### config.mk
export PLATFORM = sky130hd
export DESIGN_NAME = ts_payload_packetizer
export DESIGN_NICKNAME = d
export VERILOG_FILES = /design/src/tspk_pkg.sv /design/src/ts_payload_packetizer.sv /design/src/tspk_front.sv /design/src/tspk_fifo.sv /design/src/tspk_back.sv
export SDC_FILE = /design/constraint.sdc
export NUM_CORES = 1
export LEC_CHECK = 0
export BUFFER_PORTS_ARGS = -buffer_cell sky130_fd_sc_hd__buf_4
export CAP_MARGIN = 20
export CORE_UTILIZATION = 50
export CTS_BUF_LIST = sky130_fd_sc_hd__clkbuf_4
export DETAILED_ROUTE_END_ITERATION = 8
export HOLD_SLACK_MARGIN = 0.05
export PLACE_DENSITY = 0.73
export SYNTH_ARGS = -nofsm -noshare
export SYNTH_HDL_FRONTEND = slang
export SYNTH_HIERARCHICAL = 1
export SYNTH_SLANG_ARGS = --single-unit
### constraint.sdc
create_clock -name clk -period 11.6 [get_ports clk]
set_input_delay 1.74 -clock clk [delete_from_list [all_inputs] [get_ports clk]]
set_output_delay 1.74 -clock clk [all_outputs]
set_load 0.01 [all_outputs]
### src/tspk_pkg.sv
// Package for the transport stream packetizer: the command passed from the
// front part to the back part, packet constants and the header byte function.
// Depends on nothing.
`timescale 1ns / 1ps

package tspk_pkg;

	localparam logic [7:0] SYNC_BYTE    = 8'h47;
	localparam logic [7:0] PAYLOAD_MAX  = 8'd184;
	localparam logic [7:0] PACKET_BYTES = 8'd188;
	localparam logic [7:0] PTR_COST     = 8'd1;
	localparam logic [7:0] PCR_COST     = 8'd8;
	localparam logic [7:0] STUFF_BYTE   = 8'hFF;
	localparam logic [7:0] PCR_FLAGS    = 8'h10;
	localparam logic [7:0] PCR_AF_LEN   = 8'd7;
	localparam logic [6:0] PCR_RSV      = 7'h7E;
	localparam logic [3:0] AFC_BOTH     = 4'h3;
	localparam logic [3:0] AFC_PAYLOAD  = 4'h1;
	localparam logic [7:0] AF_END_PCR   = 8'd12;
	localparam logic [7:0] AF_END_PLAIN = 8'd4;
	localparam int         FIFO_DEPTH   = 4;

	localparam logic FUNC_START = 1'b0;
	localparam logic FUNC_DATA  = 1'b1;

	typedef enum logic {
		PH_HEAD,
		PH_DATA
	} phase_t;

	// One queued item of work: an optional packet header, then an optional byte.
	typedef struct packed {
		logic        do_hdr;
		logic        first;
		logic        ptr;
		logic [7:0]  ptrv;
		logic        pcr;
		logic [32:0] base;
		logic [7:0]  pad;
		logic [3:0]  cc;
		logic [12:0] pid;
		logic        do_byte;
		logic [7:0]  data;
		logic        pend;
		logic        uend;
	} cmd_t;

	// Total header length: fixed part, adaptation field with stuffing, pointer.
	function automatic logic [7:0] hdr_len(cmd_t c);
		logic [7:0] len;
		len = (c.pcr ? AF_END_PCR : AF_END_PLAIN) + c.pad + {7'd0, c.ptr};
		return len;
	endfunction

	function automatic logic [7:0] hdr_byte(cmd_t c, logic [7:0] i);
		logic [7:0] afend;
		logic [7:0] b;
		afend = (c.pcr ? AF_END_PCR : AF_END_PLAIN) + c.pad;
		if (i == 8'd0) begin
			b = SYNC_BYTE;
		end else if (i == 8'd1) begin
			b = {1'b0, c.first, 1'b0, c.pid[12:8]};
		end else if (i == 8'd2) begin
			b = c.pid[7:0];
		end else if (i == 8'd3) begin
			b = {((c.pad != 8'd0) || c.pcr) ? AFC_BOTH : AFC_PAYLOAD, c.cc};
		end else if (i >= afend) begin
			b = c.ptrv;
		end else if (c.pcr) begin
			case (i)
				8'd4:    b = PCR_AF_LEN + c.pad;
				8'd5:    b = PCR_FLAGS;
				8'd6:    b = c.base[32:25];
				8'd7:    b = c.base[24:17];
				8'd8:    b = c.base[16:9];
				8'd9:    b = c.base[8:1];
				8'd10:   b = {c.base[0], PCR_RSV};
				8'd11:   b = 8'h00;
				default: b = STUFF_BYTE;
			endcase
		end else begin
			case (i)
				8'd4:    b = c.pad - 8'd1;
				8'd5:    b = 8'h00;
				default: b = STUFF_BYTE;
			endcase
		end
		return b;
	endfunction

endpackage

### src/ts_payload_packetizer.sv
// Top level of the transport stream packetizer: joins the front part, the
// command queue and the back part. Uses tspk_pkg, tspk_front, tspk_fifo, tspk_back.
`timescale 1ns / 1ps

// The block cuts payload units into 188-byte transport packets and delivers
// them as big-endian 32-bit words, packet_end on the 47th word of each packet
// and unit_end on the last word of a unit. A start item (func 0) opens a unit
// and produces the first packet header with its optional PCR adaptation field,
// stuffing and pointer byte; data items (func 1) add one payload byte each,
// and a data item that opens a new packet also produces that packet's header.
// The front end accepts one item per cycle while the four-entry command queue
// has room. The back end works on one queued item at a time: an item without
// a header passes the empty header phase, then its byte is taken and the item
// popped in the data phase. An item that produces a header first packs out
// the header, hlen bytes (up to 188 for a zero-length unit), one 32-bit word
// per cycle while the output register is free; the bytes of a last partial
// word go to the word buffer. A finished word waits in the output register
// while out_stall holds. The queue lets up to four items be taken while a
// header drains; a single output register holds the last word while the back
// end keeps packing bytes that do not complete a word.
// One continuity counter is kept per slot; STREAMS sets how many exist,
// at most sixteen, and slots at or above STREAMS fold onto slot modulo STREAMS.
module ts_payload_packetizer #(
	parameter int STREAMS = 16
) (
	input  logic        clk,
	input  logic        arst_n,
	input  logic        in_valid,
	output logic        in_stall,
	input  logic        func,
	input  logic [3:0]  stream_slot,
	input  logic [12:0] pid,
	input  logic [15:0] unit_length,
	input  logic        has_pointer,
	input  logic [7:0]  pointer_value,
	input  logic        has_pcr,
	input  logic [32:0] pcr_base,
	input  logic [7:0]  data_byte,
	output logic        out_valid,
	input  logic        out_stall,
	output logic [31:0] ts_word,
	output logic        packet_end,
	output logic        unit_end
);

	logic           full;
	logic           accept;
	logic           push;
	logic           pop;
	logic           not_empty;
	tspk_pkg::cmd_t wr_cmd;
	tspk_pkg::cmd_t rd_cmd;

	// The front end works only while the queue can take a command.
	assign in_stall = full;
	assign accept   = in_valid && !full;

	tspk_front #(.STREAMS(STREAMS)) u_front (
		.clk           (clk),
		.arst_n        (arst_n),
		.accept        (accept),
		.func          (func),
		.stream_slot   (stream_slot),
		.pid           (pid),
		.unit_length   (unit_length),
		.has_pointer   (has_pointer),
		.pointer_value (pointer_value),
		.has_pcr       (has_pcr),
		.pcr_base      (pcr_base),
		.data_byte     (data_byte),
		.push          (push),
		.cmd           (wr_cmd)
	);

	tspk_fifo u_fifo (
		.clk       (clk),
		.arst_n    (arst_n),
		.push      (push),
		.wr_cmd    (wr_cmd),
		.full      (full),
		.pop       (pop),
		.not_empty (not_empty),
		.rd_cmd    (rd_cmd)
	);

	tspk_back u_back (
		.clk        (clk),
		.arst_n     (arst_n),
		.cmd_valid  (not_empty),
		.cmd        (rd_cmd),
		.pop        (pop),
		.out_valid  (out_valid),
		.out_stall  (out_stall),
		.ts_word    (ts_word),
		.packet_end (packet_end),
		.unit_end   (unit_end)
	);

	// A unit always ends exactly where a packet ends, since the last packet
	// is stuffed to fit the remaining payload.
	a_unit_end_at_packet_end: assert property (@(posedge clk) disable iff (!arst_n)
		(out_valid && unit_end) |-> packet_end)
		else $error("unit end flagged away from a packet end");

endmodule

### src/tspk_front.sv
// Front part of the packetizer: accepts items, tracks unit and packet
// progress and continuity counters, and queues work commands. Uses tspk_pkg.
`timescale 1ns / 1ps

module tspk_front #(
	parameter int STREAMS = 16
) (
	input  logic               clk,
	input  logic               arst_n,
	input  logic               accept,
	input  logic               func,
	input  logic [3:0]         stream_slot,
	input  logic [12:0]        pid,
	input  logic [15:0]        unit_length,
	input  logic               has_pointer,
	input  logic [7:0]         pointer_value,
	input  logic               has_pcr,
	input  logic [32:0]        pcr_base,
	input  logic [7:0]         data_byte,
	output logic               push,
	output tspk_pkg::cmd_t     cmd
);

	// Slots are four bits wide, so at most sixteen counters are reachable.
	localparam int CC_DEPTH = (STREAMS < 16) ? STREAMS : 16;
	localparam int IDX_W    = (CC_DEPTH > 1) ? $clog2(CC_DEPTH) : 1;

	logic [3:0]  cc_q [CC_DEPTH];
	logic [15:0] ubl_q;
	logic [7:0]  psl_q;
	logic [12:0] pid_q;
	logic [3:0]  slot_q;
	logic        active_q;

	logic [3:0]       slot_sel;
	logic [IDX_W-1:0] idx;
	logic [3:0]       cc_next;
	logic             cc_wr;
	logic [7:0]       space;
	logic [7:0]       take;
	logic [7:0]       psl_cur;
	logic [15:0]      ubl_dec;
	logic [7:0]       psl_dec;

	always_comb begin
		slot_sel = (func == tspk_pkg::FUNC_START) ? stream_slot : slot_q;
		// Slots fold onto the counters through a small constant table.
		idx = '0;
		for (int k = 0; k < 16; k++) begin
			if (slot_sel == 4'(k)) idx = IDX_W'(k % CC_DEPTH);
		end
		cc_next  = cc_q[idx] + 4'd1;
		if (func == tspk_pkg::FUNC_START) begin
			space = tspk_pkg::PAYLOAD_MAX - (has_pointer ? tspk_pkg::PTR_COST : 8'd0)
				- (has_pcr ? tspk_pkg::PCR_COST : 8'd0);
			take  = (unit_length < {8'd0, space}) ? unit_length[7:0] : space;
		end else begin
			space = tspk_pkg::PAYLOAD_MAX;
			take  = (ubl_q < {8'd0, space}) ? ubl_q[7:0] : space;
		end
		psl_cur = (psl_q == 8'd0) ? take : psl_q;
		psl_dec = psl_cur - 8'd1;
		ubl_dec = ubl_q - 16'd1;

		cmd         = '0;
		cmd.ptrv    = pointer_value;
		cmd.base    = pcr_base;
		cmd.cc      = cc_next;
		cmd.pad     = space - take;
		cmd.data    = data_byte;
		cmd.pend    = (psl_dec == 8'd0);
		cmd.uend    = (ubl_dec == 16'd0);
		push        = 1'b0;
		cc_wr       = 1'b0;
		if (accept) begin
			if (func == tspk_pkg::FUNC_START) begin
				push        = 1'b1;
				cc_wr       = 1'b1;
				cmd.do_hdr  = 1'b1;
				cmd.first   = 1'b1;
				cmd.ptr     = has_pointer;
				cmd.pcr     = has_pcr;
				cmd.pid     = pid;
			end else if (active_q && ubl_q != 16'd0) begin
				push        = 1'b1;
				cc_wr       = (psl_q == 8'd0);
				cmd.do_hdr  = (psl_q == 8'd0);
				cmd.pid     = pid_q;
				cmd.do_byte = 1'b1;
			end
		end
	end

	always_ff @(posedge clk or negedge arst_n) begin
		if (!arst_n) begin
			for (int k = 0; k < CC_DEPTH; k++) cc_q[k] <= 4'd0;
			ubl_q    <= 16'd0;
			psl_q    <= 8'd0;
			pid_q    <= 13'd0;
			slot_q   <= 4'd0;
			active_q <= 1'b0;
		end else if (accept) begin
			if (cc_wr) cc_q[idx] <= cc_next;
			if (func == tspk_pkg::FUNC_START) begin
				ubl_q    <= unit_length;
				psl_q    <= take;
				pid_q    <= pid;
				slot_q   <= stream_slot;
				active_q <= (unit_length != 16'd0);
			end else if (push) begin
				ubl_q    <= ubl_dec;
				psl_q    <= psl_dec;
				active_q <= (ubl_dec != 16'd0);
			end else begin
				active_q <= 1'b0;
			end
		end
	end

endmodule

### src/tspk_fifo.sv
// Short command queue between the front and back parts of the packetizer.
// Uses tspk_pkg for the command type and depth.
`timescale 1ns / 1ps

module tspk_fifo (
	input  logic           clk,
	input  logic           arst_n,
	input  logic           push,
	input  tspk_pkg::cmd_t wr_cmd,
	output logic           full,
	input  logic           pop,
	output logic           not_empty,
	output tspk_pkg::cmd_t rd_cmd
);

	localparam int AW = $clog2(tspk_pkg::FIFO_DEPTH);

	tspk_pkg::cmd_t mem_q [tspk_pkg::FIFO_DEPTH];
	logic [AW-1:0]  wr_q;
	logic [AW-1:0]  rd_q;
	logic [AW:0]    cnt_q;

	assign full      = (cnt_q == (AW+1)'(tspk_pkg::FIFO_DEPTH));
	assign not_empty = (cnt_q != '0);
	assign rd_cmd    = mem_q[rd_q];

	always_ff @(posedge clk) begin
		if (push) mem_q[wr_q] <= wr_cmd;
	end

	always_ff @(posedge clk or negedge arst_n) begin
		if (!arst_n) begin
			wr_q  <= '0;
			rd_q  <= '0;
			cnt_q <= '0;
		end else begin
			if (push) wr_q <= wr_q + 1'b1;
			if (pop) rd_q <= rd_q + 1'b1;
			cnt_q <= cnt_q + (AW+1)'(push) - (AW+1)'(pop);
		end
	end

	a_no_overflow: assert property (@(posedge clk) disable iff (!arst_n) !(push && full))
		else $error("command queue overflow");
	a_no_underflow: assert property (@(posedge clk) disable iff (!arst_n)
		pop |-> not_empty)
		else $error("command queue underflow");

endmodule

### src/tspk_back.sv
// Back part of the packetizer: expands queued commands into header bytes and
// payload bytes and packs them into 32-bit output words. Uses tspk_pkg.
`timescale 1ns / 1ps

module tspk_back (
	input  logic           clk,
	input  logic           arst_n,
	input  logic           cmd_valid,
	input  tspk_pkg::cmd_t cmd,
	output logic           pop,
	output logic           out_valid,
	input  logic           out_stall,
	output logic [31:0]    ts_word,
	output logic           packet_end,
	output logic           unit_end
);

	tspk_pkg::phase_t phase_q, phase_d;
	logic [7:0]  pos_q, pos_d;
	logic [23:0] buf_q, buf_d;
	logic [1:0]  fill_q, fill_d;
	logic        ov_q;
	logic [31:0] word_q;
	logic        pend_q, uend_q;

	logic        out_free;
	logic        emit;
	logic [31:0] emit_word;
	logic        emit_pend, emit_uend;
	logic [7:0]  hlen;
	logic [7:0]  rem;
	logic [7:0]  b0, b1, b2, b3;

	assign out_free = !ov_q || !out_stall;

	always_comb begin
		hlen = tspk_pkg::hdr_len(cmd);
		rem  = hlen - pos_q;
		b0   = tspk_pkg::hdr_byte(cmd, pos_q);
		b1   = tspk_pkg::hdr_byte(cmd, pos_q + 8'd1);
		b2   = tspk_pkg::hdr_byte(cmd, pos_q + 8'd2);
		b3   = tspk_pkg::hdr_byte(cmd, pos_q + 8'd3);

		phase_d   = phase_q;
		pos_d     = pos_q;
		buf_d     = buf_q;
		fill_d    = fill_q;
		pop       = 1'b0;
		emit      = 1'b0;
		emit_word = {b0, b1, b2, b3};
		emit_pend = 1'b0;
		emit_uend = 1'b0;

		if (cmd_valid) begin
			unique case (phase_q)
				tspk_pkg::PH_HEAD: begin
					if (cmd.do_hdr) begin
						// Headers always begin on a word boundary.
						if (rem >= 8'd4) begin
							if (out_free) begin
								emit      = 1'b1;
								emit_pend = (rem == 8'd4) && (hlen == tspk_pkg::PACKET_BYTES);
								emit_uend = emit_pend;
								pos_d     = pos_q + 8'd4;
								if (rem == 8'd4) begin
									fill_d  = 2'd0;
									phase_d = tspk_pkg::PH_DATA;
								end
							end
						end else begin
							fill_d  = rem[1:0];
							case (rem[1:0])
								2'd1:    buf_d = {16'd0, b0};
								2'd2:    buf_d = {8'd0, b0, b1};
								default: buf_d = {b0, b1, b2};
							endcase
							phase_d = tspk_pkg::PH_DATA;
						end
					end else begin
						phase_d = tspk_pkg::PH_DATA;
					end
				end
				tspk_pkg::PH_DATA: begin
					if (!cmd.do_byte) begin
						pop = 1'b1;
					end else if (fill_q == 2'd3) begin
						if (out_free) begin
							emit      = 1'b1;
							emit_word = {buf_q, cmd.data};
							emit_pend = cmd.pend;
							emit_uend = cmd.uend;
							fill_d    = 2'd0;
							pop       = 1'b1;
						end
					end else begin
						buf_d  = {buf_q[15:0], cmd.data};
						fill_d = fill_q + 2'd1;
						pop    = 1'b1;
					end
					if (pop) begin
						phase_d = tspk_pkg::PH_HEAD;
						pos_d   = 8'd0;
					end
				end
				default: phase_d = tspk_pkg::PH_HEAD;
			endcase
		end
	end

	always_ff @(posedge clk or negedge arst_n) begin
		if (!arst_n) begin
			phase_q <= tspk_pkg::PH_HEAD;
			pos_q   <= 8'd0;
			fill_q  <= 2'd0;
			ov_q    <= 1'b0;
		end else begin
			phase_q <= phase_d;
			pos_q   <= pos_d;
			fill_q  <= fill_d;
			if (emit) ov_q <= 1'b1;
			else if (!out_stall) ov_q <= 1'b0;
		end
	end

	always_ff @(posedge clk) begin
		buf_q <= buf_d;
		if (emit) begin
			word_q <= emit_word;
			pend_q <= emit_pend;
			uend_q <= emit_uend;
		end
	end

	assign out_valid  = ov_q;
	assign ts_word    = word_q;
	assign packet_end = pend_q;
	assign unit_end   = uend_q;

	a_pos_in_header: assert property (@(posedge clk) disable iff (!arst_n)
		(cmd_valid && cmd.do_hdr && phase_q == tspk_pkg::PH_HEAD) |-> (pos_q < hlen))
		else $error("header position beyond header length");
	a_emit_when_free: assert property (@(posedge clk) disable iff (!arst_n)
		emit |-> out_free)
		else $error("word written into an occupied output register");

endmodule

Word level (Yosys, flattened, before mapping)
Memory sizes are Yosys's and may differ from the RTL's.
Index checks and enable logic that the tools add are counted.
{"block": "word_totals", "romBits": 0, "latchBits": 0, "ramBits": 324, "memories": 1, "ff_bits": 183, "wordCells": 310, "output_inout_bits": 36, "input_bits": 89}
{"block": "op_classes", "n_bitwise": 3, "order_cmp": 9, "n_div": 0, "mux": 141, "n_shift": 0, "n_mul": 0, "n_reduce_logical": 27, "n_addsub": 20, "n_eq_ne": 77}
{"memory": "u_fifo.mem_q", "depth": 4, "word_bits": 81, "read_ports": 1, "rd_ports_with_merged_regs": 0, "wr": 1, "line": "tspk_fifo.sv:18", "rtl": "tspk_pkg::cmd_t mem_q [tspk_pkg::FIFO_DEPTH];"}
{"operator": "$mux W8", "n": 35}
{"operator": "$pmux W8 S8", "n": 4}
{"operator": "$mux W32", "n": 5}
{"operator": "$eq A8 B3 Y1 const B", "n": 17}
{"operator": "$eq A8 B4 Y1 const B", "n": 16}
{"operator": "$mux W24", "n": 4}
{"operator": "$pmux W24 S2", "n": 2}
{"operator": "$mux W4", "n": 20}
{"operator": "$pmux W8 S2", "n": 5}
{"operator": "$bwmux W64", "n": 1}
{"operator": "$eq A8 B2 Y1 const B", "n": 8}
{"operator": "$logic_not A8 Y1", "n": 6}
{"operator": "$reduce_bool A16 Y1", "n": 3}
{"operator": "$mux W1", "n": 43}
{"operator": "$eq A4 B4 Y1 const B", "n": 8}
{"operator": "$eq A8 B1 Y1 const B", "n": 4}
{"operator": "$ge A8 B8 Y1", "n": 4}
{"operator": "$mux W16", "n": 2}
{"operator": "$mux W14", "n": 2}
{"operator": "$sub A8 B8 Y8", "n": 3}
{"operator": "$mux W2", "n": 9}
{"operator": "$add A8 B2 Y8 const B", "n": 2}
{"operator": "$bmux W4 S4", "n": 1}
{"operator": "$demux W4 S4", "n": 1}
{"operator": "other kinds (43)", "n": 72}

Longest topological paths before layout
Gate-level depths: netlist (run 1).
{"block": "depth", "word_depth": 23, "depth_mapped": 20, "ltp_nobuf": 15}

Modules after synthesis
Netlist (run 1), hierarchy kept.
{"mod": "tspk_fifo", "area_each_um2": 12082.8, "n_inst": 1, "cells_per_inst": 457, "seq_area_each_um2": 9904.5}
{"mod": "tspk_front", "area_each_um2": 6751.5, "n_inst": 1, "cells_per_inst": 628, "seq_area_each_um2": 2652.5}
{"mod": "tspk_back", "area_each_um2": 5756.8, "n_inst": 1, "cells_per_inst": 668, "seq_area_each_um2": 1991.9}
{"mod": "ts_payload_packetizer", "area_each_um2": 13.8, "n_inst": 1, "cells_per_inst": 1, "seq_area_each_um2": 0.0}

Worst setup path after synthesis (run 1)
No wires, ideal clock.
{"block": "synth_path", "path_kind": "flip-flop to flip-flop", "start": "register u_fifo.rd_q[0]", "end": "register u_back.pend_q, in the netlist u_back/packet_end, enable pin", "slack_ps": 6356, "n_path_buf": 2, "stages_incl_launch_ff": 18, "setup_time_ps": 491, "t_required_ps": 11109, "synth_period_minus_slack_ps": 5244, "t_arrival_ps": 4753, "cell_sequence": "dfrtp_1 buf_6 buf_6 mux4_2 ha_1 a21oi_1 nor2b_1 xnor2_1 nand2b_1 xor2_1 ha_1 or4b_1 o2111ai_1 a211o_1 nand3_1 and2_1 o31ai_1 nand2_1"}
{"element": "start, declared", "line": "tspk_fifo.sv:20", "rtl": "logic [AW-1:0] rd_q;"}
{"element": "start signal, assigned", "line": "tspk_fifo.sv:38", "rtl": "if (pop) rd_q <= rd_q + 1'b1;"}
{"element": "end signal, assigned", "line": "tspk_back.sv:129", "rtl": "pend_q <= emit_pend;"}
{"element": "end, declared", "line": "tspk_back.sv:24", "rtl": "logic pend_q, uend_q;"}

==> out/results.txt, run 1 <==
final worst-path setup slack - 5100 ps
worst slack, placed - 5140 ps
core area - 48,100 µm²
GRT Overall Usage - 23.1%
WS Path Type - reg2reg
Design Area, Final - 27,400 µm²
row count - 80
slowest CP cell - dfrtp_4
cell leakage power - 0.0102 µW
Yosys reg bits - 505
syn_area_per_cell - 14.0 µm²
initial antenna violation count - 1
dpl cell area - 25,700 µm²
Critical Path End Type - register
max-cap viol count - 0
CTS tree - done
Initial Util - 51.1%
CP top delay family - simple AND/OR/NAND/NOR gates
vias in the first global route - 15,500
I/O pin count - 125
crit-path max FO - 40
die area - 50,100 µm²
post-layout util - 57.0%
Slew Viols, Final - 0
Main synth FF type - edfxtp_1
Reg clk slew, reported paths - 60 ps
Post-Syn Nets - 1,907
worst-case clock skew - 58.6 ps
Slew headroom - 30.3%
# DRC - 0
Min-Delay Path Class - reg2reg
HPWL after detailed placement - 38,300 µm
top cells by area, synth - edfxtp_1 47%, dfrtp_1 13%, mux4_2 8.6%
fraction of registers with async set/reset - 24.4%
commonest non-fill, non-tap cells in the layout - 382 x edfxtp_1, 184 x clkbuf_4, 143 x buf_4
worst skew pair latency - 960 ps
average wire per standard cell - 21.5 µm
synthesis-to-layout area growth - 11.5%
critical path arrival - 7130 ps
via/cell ratio - 5.90
CP Launch Type - register
CTS root buffer - clkbuf_4
routed wire length - 56,700 µm
Worst-Margin Slew - 1040 ps
gr ovfl total - 0
first-pass GRT wire length - 87,800 µm
CTS sink count - 505
final setup violating endpoints - 0
CP Data Required Time - 12,230 ps
dominant cell type by area after synthesis - edfxtp_1
Cell variety after synth - 92
Final Wtd Congestion - 0.981
yosys warns - 6
RSZ-0062 raised after global routing - false
Largest stage delay, worst path - 950 ps
drt first pass iters - 6
Seq/Total Area, Yosys - 59.1%
Post-Synthesis Cell Area - 24,600 µm²
top cell type's share of synthesized area - 46.6%
status - complete, no violations
Routed Antenna Nets - 0
Clock Path Buffers - 3
final period utilization - 56.0%
Max H-tree Level - 4
Fmax achieved - 0.154 GHz
Vias - 15,600
CP bufs+invs - 1
DR iter-0 viols - 1,457
# hold bufs at CTS - 0
IR drop worst, VDD - 0.173 mV
post-CTS resize count - 0
critical path, cell by cell - mux4_2, ha_1, a21oi_1, nor2b_1, xnor2_1, xnor2_1, ha_1, or4b_1, o2111ai_1, a211o_1, nand3_1, and2_1, o31ai_1, nand2_1, buf_4
share of layout cells above drive strength 1 - 28.8%
port bufs - 124
setup repair bufs after CTS - 0
final net count - 2,043
Setup TNS - 0 ps
cells after synthesis - 1,754
Final min period - 6500 ps
Final Hold Viols - 0
die height - 224 µm
EDFF count, synth - 382
pin count of the biggest net entering global routing - 89
Power Density - 293 nW/µm²
die span in x - 224 µm
commonest non-fill, non-tap cell in the layout - edfxtp_1
CTS Buf Count - 133
[state kept, by name (all words and copies together), names as in the netlist, 2 cells and up]
signal	count
u_back/buf_q	24
u_front/psl_q	8
u_fifo/mem_q	324
u_fifo/rd_q	2
u_front/pid_q	13
u_back/ts_word	32
u_back/fill_q	2
u_back/pos_q	6
u_front/slot_q	4
u_front/cc_q	64
u_fifo/cnt_q	3
u_fifo/wr_q	2
u_front/ubl_q	16
[kinds of logic (layout without fill, tap and decap cells)]
group                    after synthesis  after routing  share of synthesized area (%)
other                                  2              3                         0.0305
XOR/XNOR                              40             40                           1.45
flip-flops                           505            505                           59.1
buffers and inverters                191            420                           4.25
AND/OR/NAND/NOR                      407            407                           8.26
multiplexers                         211            211                           14.2
AO/OA/AOI/OAI                        334            334                           9.36
adder cells (fa/ha/maj)               64             64                           3.35
[cell type report]
type                            count  area, µm²
Fill cell                        3815      20700
Sequential cell                   505      14600
Multi-Input combinational cell   1058       9040
Clock buffer                      184       1380
Timing Repair Buffer              146       1140
Tap cell                          656        821
Clock inverter                     44        318
Inverter                           46        173
Antenna cell                        1       2.50
[layer usage]
metal  routed length (µm)  global-route usage [%]  up-vias
met3                 3990                    5.65      120
met4                 2120                    11.6        0
met5                    0                       0        -
met1                23600                    30.2     7753
met2                27000                    36.2      618
li1                     -                       -     7082
[final timing paths]
kind / cells after the start / startpoint / endpoint / slack, ps
worst max-delay path: 15 / u_fifo/rd_q[0]$_DFFE_PN0P_ / u_back/ts_word[18]$_DFFE_PP_ / 5100
worst min register to register: 1 / u_front/cc_q[48]$_DFFE_PN0P_ / u_front/cc_q[48]$_DFFE_PN0P_ / 500
max in group asynchronous: 3 / arst_n / u_front/cc_q[33]$_DFFE_PN0P_ / 9560
min in group asynchronous: 1 / arst_n / u_back/pos_q[6]$_DFFE_PN0P_ / 810
worst min-delay path: 1 / u_front/cc_q[48]$_DFFE_PN0P_ / u_front/cc_q[48]$_DFFE_PN0P_ / 500
worst max register to register: 15 / u_fifo/rd_q[0]$_DFFE_PN0P_ / u_back/ts_word[18]$_DFFE_PP_ / 5100
[cells in the mapped netlist, types with 20 or more instances]
library cell  count
a21oi_1          76
a22o_1           22
and2_1           20
buf_4            54
clkbuf_1         53
dfrtp_1         123
edfxtp_1        382
ha_1             61
inv_1            43
mux2_2           81
mux2i_1          23
mux4_2           94
nand2_1         120
nand2b_1         27
nand3_1          30
nor2_1           95
nor3_1           24
o21ai_0          76
xnor2_1          22
[power breakdown]
group	total (µW)	leakage, µW	switching, µW	internal [µW]
clock	1560	0.000995	728	828
combinational	3570	0.00416	2150	1410
sequential	2900	0.00503	282	2620
total	8030	0.0102	3160	4860
[metrics by stage]
step	total power, µW	std cells	hold WS, ps
final	8030	2640	500
after global routing	8490	2640	517
after CTS	8010	2635	503
after detailed placement	6420	2407	489
after global placement	6320	2407	472
after floorplan	5400	1754	453
Note: power is estimated with default switching activity, not from simulation.
==> inputs of run 2 (changes only) <==
ABC_AREA = 1   (was not set)
PLACE_DENSITY = 0.76   (was 0.73)
clock period = 5.29 ns   (was 11.6 ns; I/O delays follow)
==> run 2 against run 1 <==
Effect of this change: critical endpoint is now u_back/ts_word[23]$_DFFE_PP_; critical path type unchanged; sequential cell count stayed put; fmax is 34% higher; sequential power is 120% higher.
==> out/results.txt, run 2 <==
status - complete, no violations
Setup crit start - u_fifo/rd_q[0]$_DFFE_PN0P_
top cells by area, synth - edfxtp_1 44%, nand2_1 12%, dfrtp_1 12%
Final Wtd Congestion - 0.950
smallest hold slack - 167 ps
post-layout util - 57.7%
setup repair bufs after CTS - 0
max reg flops - 324
die span in x - 231 µm
yosys warns - 6
Initial Util - 51.0%
syn_area_per_cell - 8.87 µm²
Routed Antenna Nets - 0
Min-Delay Path Class - in2reg
Reg clk slew, reported paths - 80 ps
port bufs - 124
Fmax achieved - 0.206 GHz
crit-path max FO - 62
drt first pass iters - 6
critical path arrival - 5410 ps
most frequent cell after synthesis - nand2_1
worst slack, placed - 504 ps
cell leakage power - 0.0140 µW
setup slack, reg-to-reg - 430 ps
r2r startpoint - u_fifo/rd_q[0]$_DFFE_PN0P_
commonest non-fill, non-tap cells in the layout - 833 x nand2_1, 519 x inv_1, 382 x edfxtp_1
Clock Path Buffers - 3
area of the multi-input gates - 8800 µm²
Vias - 20,400
CTS sink count - 505
final worst-path setup slack - 432 ps
GRT Overall Usage - 24.1%
Reg area - 14,600 µm²
Max H-tree Level - 4
share of layout cells above drive strength 1 - 14.3%
I/O pin count - 125
r2r endpoint - u_back/ts_word[23]$_DFFE_PP_
Main synth FF type - edfxtp_1
Yosys reg bits - 505
Cell variety after synth - 60
Post-Synthesis Cell Area - 26,300 µm²
DR iter-0 viols - 1,760
WS Path Type - reg2reg
worst-case clock skew - 68.7 ps
gr ovfl total - 0
fraction of registers with async set/reset - 24.4%
# DRC - 0
final setup violating endpoints - 0
Largest Register - u_fifo/mem_q
core area - 51,600 µm²
synthesis-to-layout area growth - 13.3%
CP Launch Type - register
HPWL after detailed placement - 41,700 µm
Critical Path End Type - register
EDFF count, synth - 382
initial antenna violation count - 4
vias in the first global route - 19,600
CTS tree - done
first-pass GRT wire length - 101,000 µm
Setup TNS - 0 ps
Final Hold Viols - 0
worst reg2reg path depth - 26
average wire per standard cell - 16.1 µm
final net count - 3,312
cells after synthesis - 2,968
via/cell ratio - 5.19
die area - 53,500 µm²
fin cells - 3,930
Power Density - 625 nW/µm²
die height - 231 µm
most instantiated cells after synthesis - 833 x nand2_1, 523 x inv_1, 382 x edfxtp_1
worst skew pair latency - 950 ps
Slew headroom - 33.0%
top cell type's share of synthesized area - 43.6%
Slew Viols, Final - 0
row count - 83
max-cap viol count - 0
dominant cell type by area after synthesis - edfxtp_1
routed wire length - 63,200 µm
IR drop worst, VDD - 0.315 mV
Seq/Total Area, Yosys - 55.3%
CTS Buf Count - 133
fill count - 4,398
final period utilization - 91.8%
cell total after placement - 3,639
Worst-Margin Slew - 1000 ps
RSZ-0062 raised after global routing - false
pin count of the biggest net entering global routing - 82
commonest non-fill, non-tap cell in the layout - nand2_1
Final min period - 4860 ps
CP Data Required Time - 5840 ps
crit path to - u_back/ts_word[23]$_DFFE_PP_
CTS root buffer - clkbuf_4
Post-Syn Nets - 3,121
## run 2: layout make-up
cell class / count / area share, %
Clock buffer: 196 / 4.94
Inverter: 549 / 6.96
Antenna cell: 2 / 0.0168
Tap cell: 680 / 2.85
Clock inverter: 28 / 0.739
Sequential cell: 505 / 48.8
Timing Repair Buffer: 215 / 6.13
Multi-Input combinational cell: 1755 / 29.5
## run 2: per-layer routing
| layer | global-route usage, % | wire [µm] | part of all wire (%) | up-vias |
|---|---|---|---|---|
| met5 | 0 | 28 | 0.044 | - |
| met4 | 10.5 | 2060 | 3.3 | 4 |
| met3 | 6.50 | 4910 | 7.8 | 143 |
| met2 | 38.4 | 29800 | 47 | 783 |
| met1 | 30.9 | 26400 | 42 | 9480 |
| li1 | - | - | - | 9987 |
## run 2: timing repair
| item | in CTS | in global routing |
|---|---|---|
| hold endpoints to repair | 258 | 0 |
| resized for setup | 0 | 0 |
| hold buffers | 65 | 0 |
## run 2: worst min path at each step
| stage | from | to | slack (ps) | cells after the start |
|---|---|---|---|---|
| 2_1_floorplan | u_front/slot_q[3]$_DFFE_PN0P_ | u_front/slot_q[3]$_DFFE_PN0P_ | 440 | 2 |
| 3_3_place_gp | u_front/slot_q[3]$_DFFE_PN0P_ | u_front/slot_q[3]$_DFFE_PN0P_ | 460 | 2 |
| 3_5_place_dp | u_front/cc_q[31]$_DFFE_PN0P_ | u_front/cc_q[31]$_DFFE_PN0P_ | 470 | 2 |
| 4_1_cts | unit_length[8] | u_front/ubl_q[8]$_DFFE_PN0P_ | 50 | 3 |
| 5_1_grt | unit_length[8] | u_front/ubl_q[8]$_DFFE_PN0P_ | 80 | 3 |
| 6_report | unit_length[8] | u_front/ubl_q[8]$_DFFE_PN0P_ | 170 | 3 |
## run 2: critical path, cell delays in order (launching register included)
cell and delay (ps):
dfrtp_4 620, inv_4 300, buf_4 590, nand2_1 110, nand3_1 90, nand2_1 60
ha_1 220, ha_1 220, nand2_1 60, inv_1 50, xor2_1 140, inv_1 70
ha_1 370, nand2_1 80, inv_1 70, nand4_1 100, a31o_2 220, nand2_1 60
nor2_1 50, nand2_2 80, nor2_4 60, nand2_4 120, nand3_2 100, inv_2 80
nand2_1 60, nand2_1 60, buf_4 390
## run 2: per-stage QoR
stage	cell area, µm²	power [µW]
after floorplan	26300	12500
after global placement	27500	14900
after detailed placement	27500	15100
after CTS	29800	18600
after global routing	29800	20000
final	29800	18600
## run 2: kinds of logic (layout without fill, tap and decap cells)
logic type | after synthesis | after routing | share of synthesized area (%)
adders and majority gates | 64 | 64 | 3.13
AOI/OAI and AO/OA | 358 | 358 | 7.89
buffers and inverters | 708 | 988 | 11.3
xor gates and xnor gates | 29 | 29 | 0.965
DFF | 505 | 505 | 55.3
other | 2 | 4 | 0.0285
and+or+nand+nor | 1302 | 1302 | 21.4
## run 2: where the power goes
group / total [µW] / internal [µW] / switching, µW
combinational: 8950 / 2710 / 6250
sequential: 6250 / 5770 / 485
clock: 3420 / 1840 / 1580
total: 18600 / 10300 / 8310
==> inputs of run 3 (changes only) <==
BUFFER_PORTS_ARGS = -buffer_cell sky130_fd_sc_hd__buf_2   (was -buffer_cell sky130_fd_sc_hd__buf_4)
CORE_MARGIN = 2   (was not set)
==> run 3 against run 2 <==
Effect of this change: register-to-register slack improved by 230 ps; power down 0.12%; cell count increased by 0.66%; sequential power about the same; utilization fell by 1.2 points; die area is 1.7% higher; first-iteration DRC count grew 2.7%; critical path depth is 1 lower; combinational power fell by 0.9%; sequential share of layout area up 0.35 points; highest routed layer unchanged.
==> out/results.txt, run 3 (synthesis gave the netlist of run 2 again) <==
HPWL after detailed placement - 41,900 µm
sw frac - 44.8%
Critical Path End Type - register
P_int - 10,300 µW
share of layout cells above drive strength 1 - 14.0%
max reg flops - 324
DR iter-0 viols - 1,808
smallest hold slack - 128 ps
Slew headroom - 29.2%
Sequential Power Share - 33.5%
net switching power - 8340 µW
port bufs - 124
CP Data Required Time - 5900 ps
worst skew pair latency - 1000 ps
first-pass GRT wire length - 101,000 µm
commonest non-fill, non-tap cell in the layout - nand2_1
drt first pass iters - 6
die span in x - 233 µm
core area - 52,300 µm²
gr ovfl total - 0
r2r startpoint - u_fifo/rd_q[0]$_DFFE_PN0P_
pin count of the biggest net entering global routing - 69
critical path arrival - 5240 ps
final worst-path setup slack - 661 ps
vias in the first global route - 19,600
CP Launch Type - register
max-cap viol count - 0
Slew Viols, Final - 0
Largest Register - u_fifo/mem_q
synthesis-to-layout area growth - 12.5%
status - complete, no violations
Max H-tree Level - 4
setup slack, reg-to-reg - 660 ps
hold path startpoint - stream_slot[1]
Final Wtd Congestion - 0.986
Fmax achieved - 0.216 GHz
Reg clk slew, reported paths - 60 ps
cell total after placement - 3,647
Initial Util - 50.3%
GRT Overall Usage - 23.8%
Worst Hold End - u_front/slot_q[1]$_DFFE_PN0P_
Final min period - 4630 ps
cell leakage power - 0.0139 µW
final net count - 3,312
CTS Buf Count - 131
clock share of power - 18.8%
fill count - 4,516
Setup TNS - 0 ps
crit-path max FO - 34
Vias - 20,400
commonest non-fill, non-tap cells in the layout - 833 x nand2_1, 519 x inv_1, 382 x edfxtp_1
CTS root buffer - clkbuf_4
via/cell ratio - 5.17
Clock Path Buffers - 3
fin cells - 3,956
Worst-Margin Slew - 1060 ps
worst reg2reg path depth - 25
Routed Antenna Nets - 0
WHS Path Cells - 3
CTS tree - done
row count - 84
# DRC - 0
worst-case clock skew - 51.0 ps
IR drop worst, VDD - 0.339 mV
CTS sink count - 505
Power Density - 629 nW/µm²
Final Hold Viols - 0
r2r endpoint - u_back/ts_word[7]$_DFFE_PP_
initial antenna violation count - 4
worst slack, placed - 678 ps
RSZ-0062 raised after global routing - false
die area - 54,500 µm²
average wire per standard cell - 16.0 µm
final period utilization - 87.5%
Min-Delay Path Class - in2reg
final setup violating endpoints - 0
die height - 233 µm
post-CTS resize count - 0
Combinational Power Share - 47.7%
WS Path Type - reg2reg
I/O pin count - 125
routed wire length - 63,400 µm
[run 3: changes by cell type in the layout (fill, tap and decap cells not counted), sizes merged]
cell and change:
dlygate4sd3 +2, clkbuf -7, clkinvlp -2, bufinv +2, clkinv +11, inv +2
diode +10
[run 3: what timing repair did]
| item | CTS | global route |
|---|---|---|
| hold buffers | 67 | 0 |
| buffers inserted | 0 | 0 |
| endpoints found under the hold margin | 242 | 0 |
| setup endpoints to repair | 0 | 0 |
[run 3: layout make-up]
class,instances,area [µm²],area share (%)
Timing Repair Buffer,217,1540,5.20
Inverter,549,2070,7.01
Sequential cell,505,14600,49.2
Clock inverter,41,314,1.06
Multi-Input combinational cell,1755,8800,29.7
Clock buffer,189,1420,4.80
Antenna cell,12,30.0,0.101
Tap cell,688,861,2.91
[run 3: critical path, stage by stage, from the launching register on]
cell and delay (ps):
dfrtp_4 520, inv_4 250, buf_4 430, nand2_1 100
nand3_1 80, nand2_1 130, ha_1 270, ha_1 210
xnor2_1 220, ha_1 320, nor2_1 230, o21ai_0 110
nand2_1 60, nand2_1 60, nand2_1 60, inv_1 30
o21ai_0 130, nor2_1 60, nand2_2 80, nor2_4 60
nand2_4 110, nand3_2 100, inv_2 80, nand2_1 70
nand2_1 60, buf_4 410
[run 3: worst max path at each step]
stage | cells after the start | to | from
finish | 25 | u_back/ts_word[7]$_DFFE_PP_ | u_fifo/rd_q[0]$_DFFE_PN0P_
global route | 25 | u_back/ts_word[6]$_DFFE_PP_ | u_fifo/rd_q[0]$_DFFE_PN0P_
global placement | 28 | u_back/ts_word[15]$_DFFE_PP_ | u_fifo/rd_q[0]$_DFFE_PN0P_
CTS | 28 | u_back/ts_word[6]$_DFFE_PP_ | u_fifo/rd_q[0]$_DFFE_PN0P_
floorplan | 23 | u_back/buf_q[0]$_DFFE_PP_ | u_fifo/rd_q[0]$_DFFE_PN0P_
detailed placement | 28 | u_back/ts_word[5]$_DFFE_PP_ | u_fifo/rd_q[0]$_DFFE_PN0P_
[run 3: metal layers]
metal  wire length [µm]  GRT usage (%)  vias to the layer above
met3               4940           5.85                      145
met5                 16              0                        -
met4               1940           9.83                        2
met1              26400           30.8                     9452
met2              30100           38.4                      824
li1                   -              -                    10000
[run 3: stage by stage]
step	util, %	instance area (µm²)	total power (µW)
finish	56.5	29600	18600
global route	56.5	29600	20000
CTS	56.5	29600	18600
detailed placement	51.9	27200	15000
global placement	51.9	27200	14800
floorplan	-	26300	12500
[run 3: power groups by stage]
stage / combinational [µW] / clock, µW / sequential, µW
3_5_place_dp: 8680 / 0 / 6300
6_report: 8870 / 3500 / 6230
3_3_place_gp: 8510 / 0 / 6280
5_1_grt: 9920 / 3770 / 6340
4_1_cts: 8760 / 3570 / 6230
2_1_floorplan: 6200 / 0 / 6250
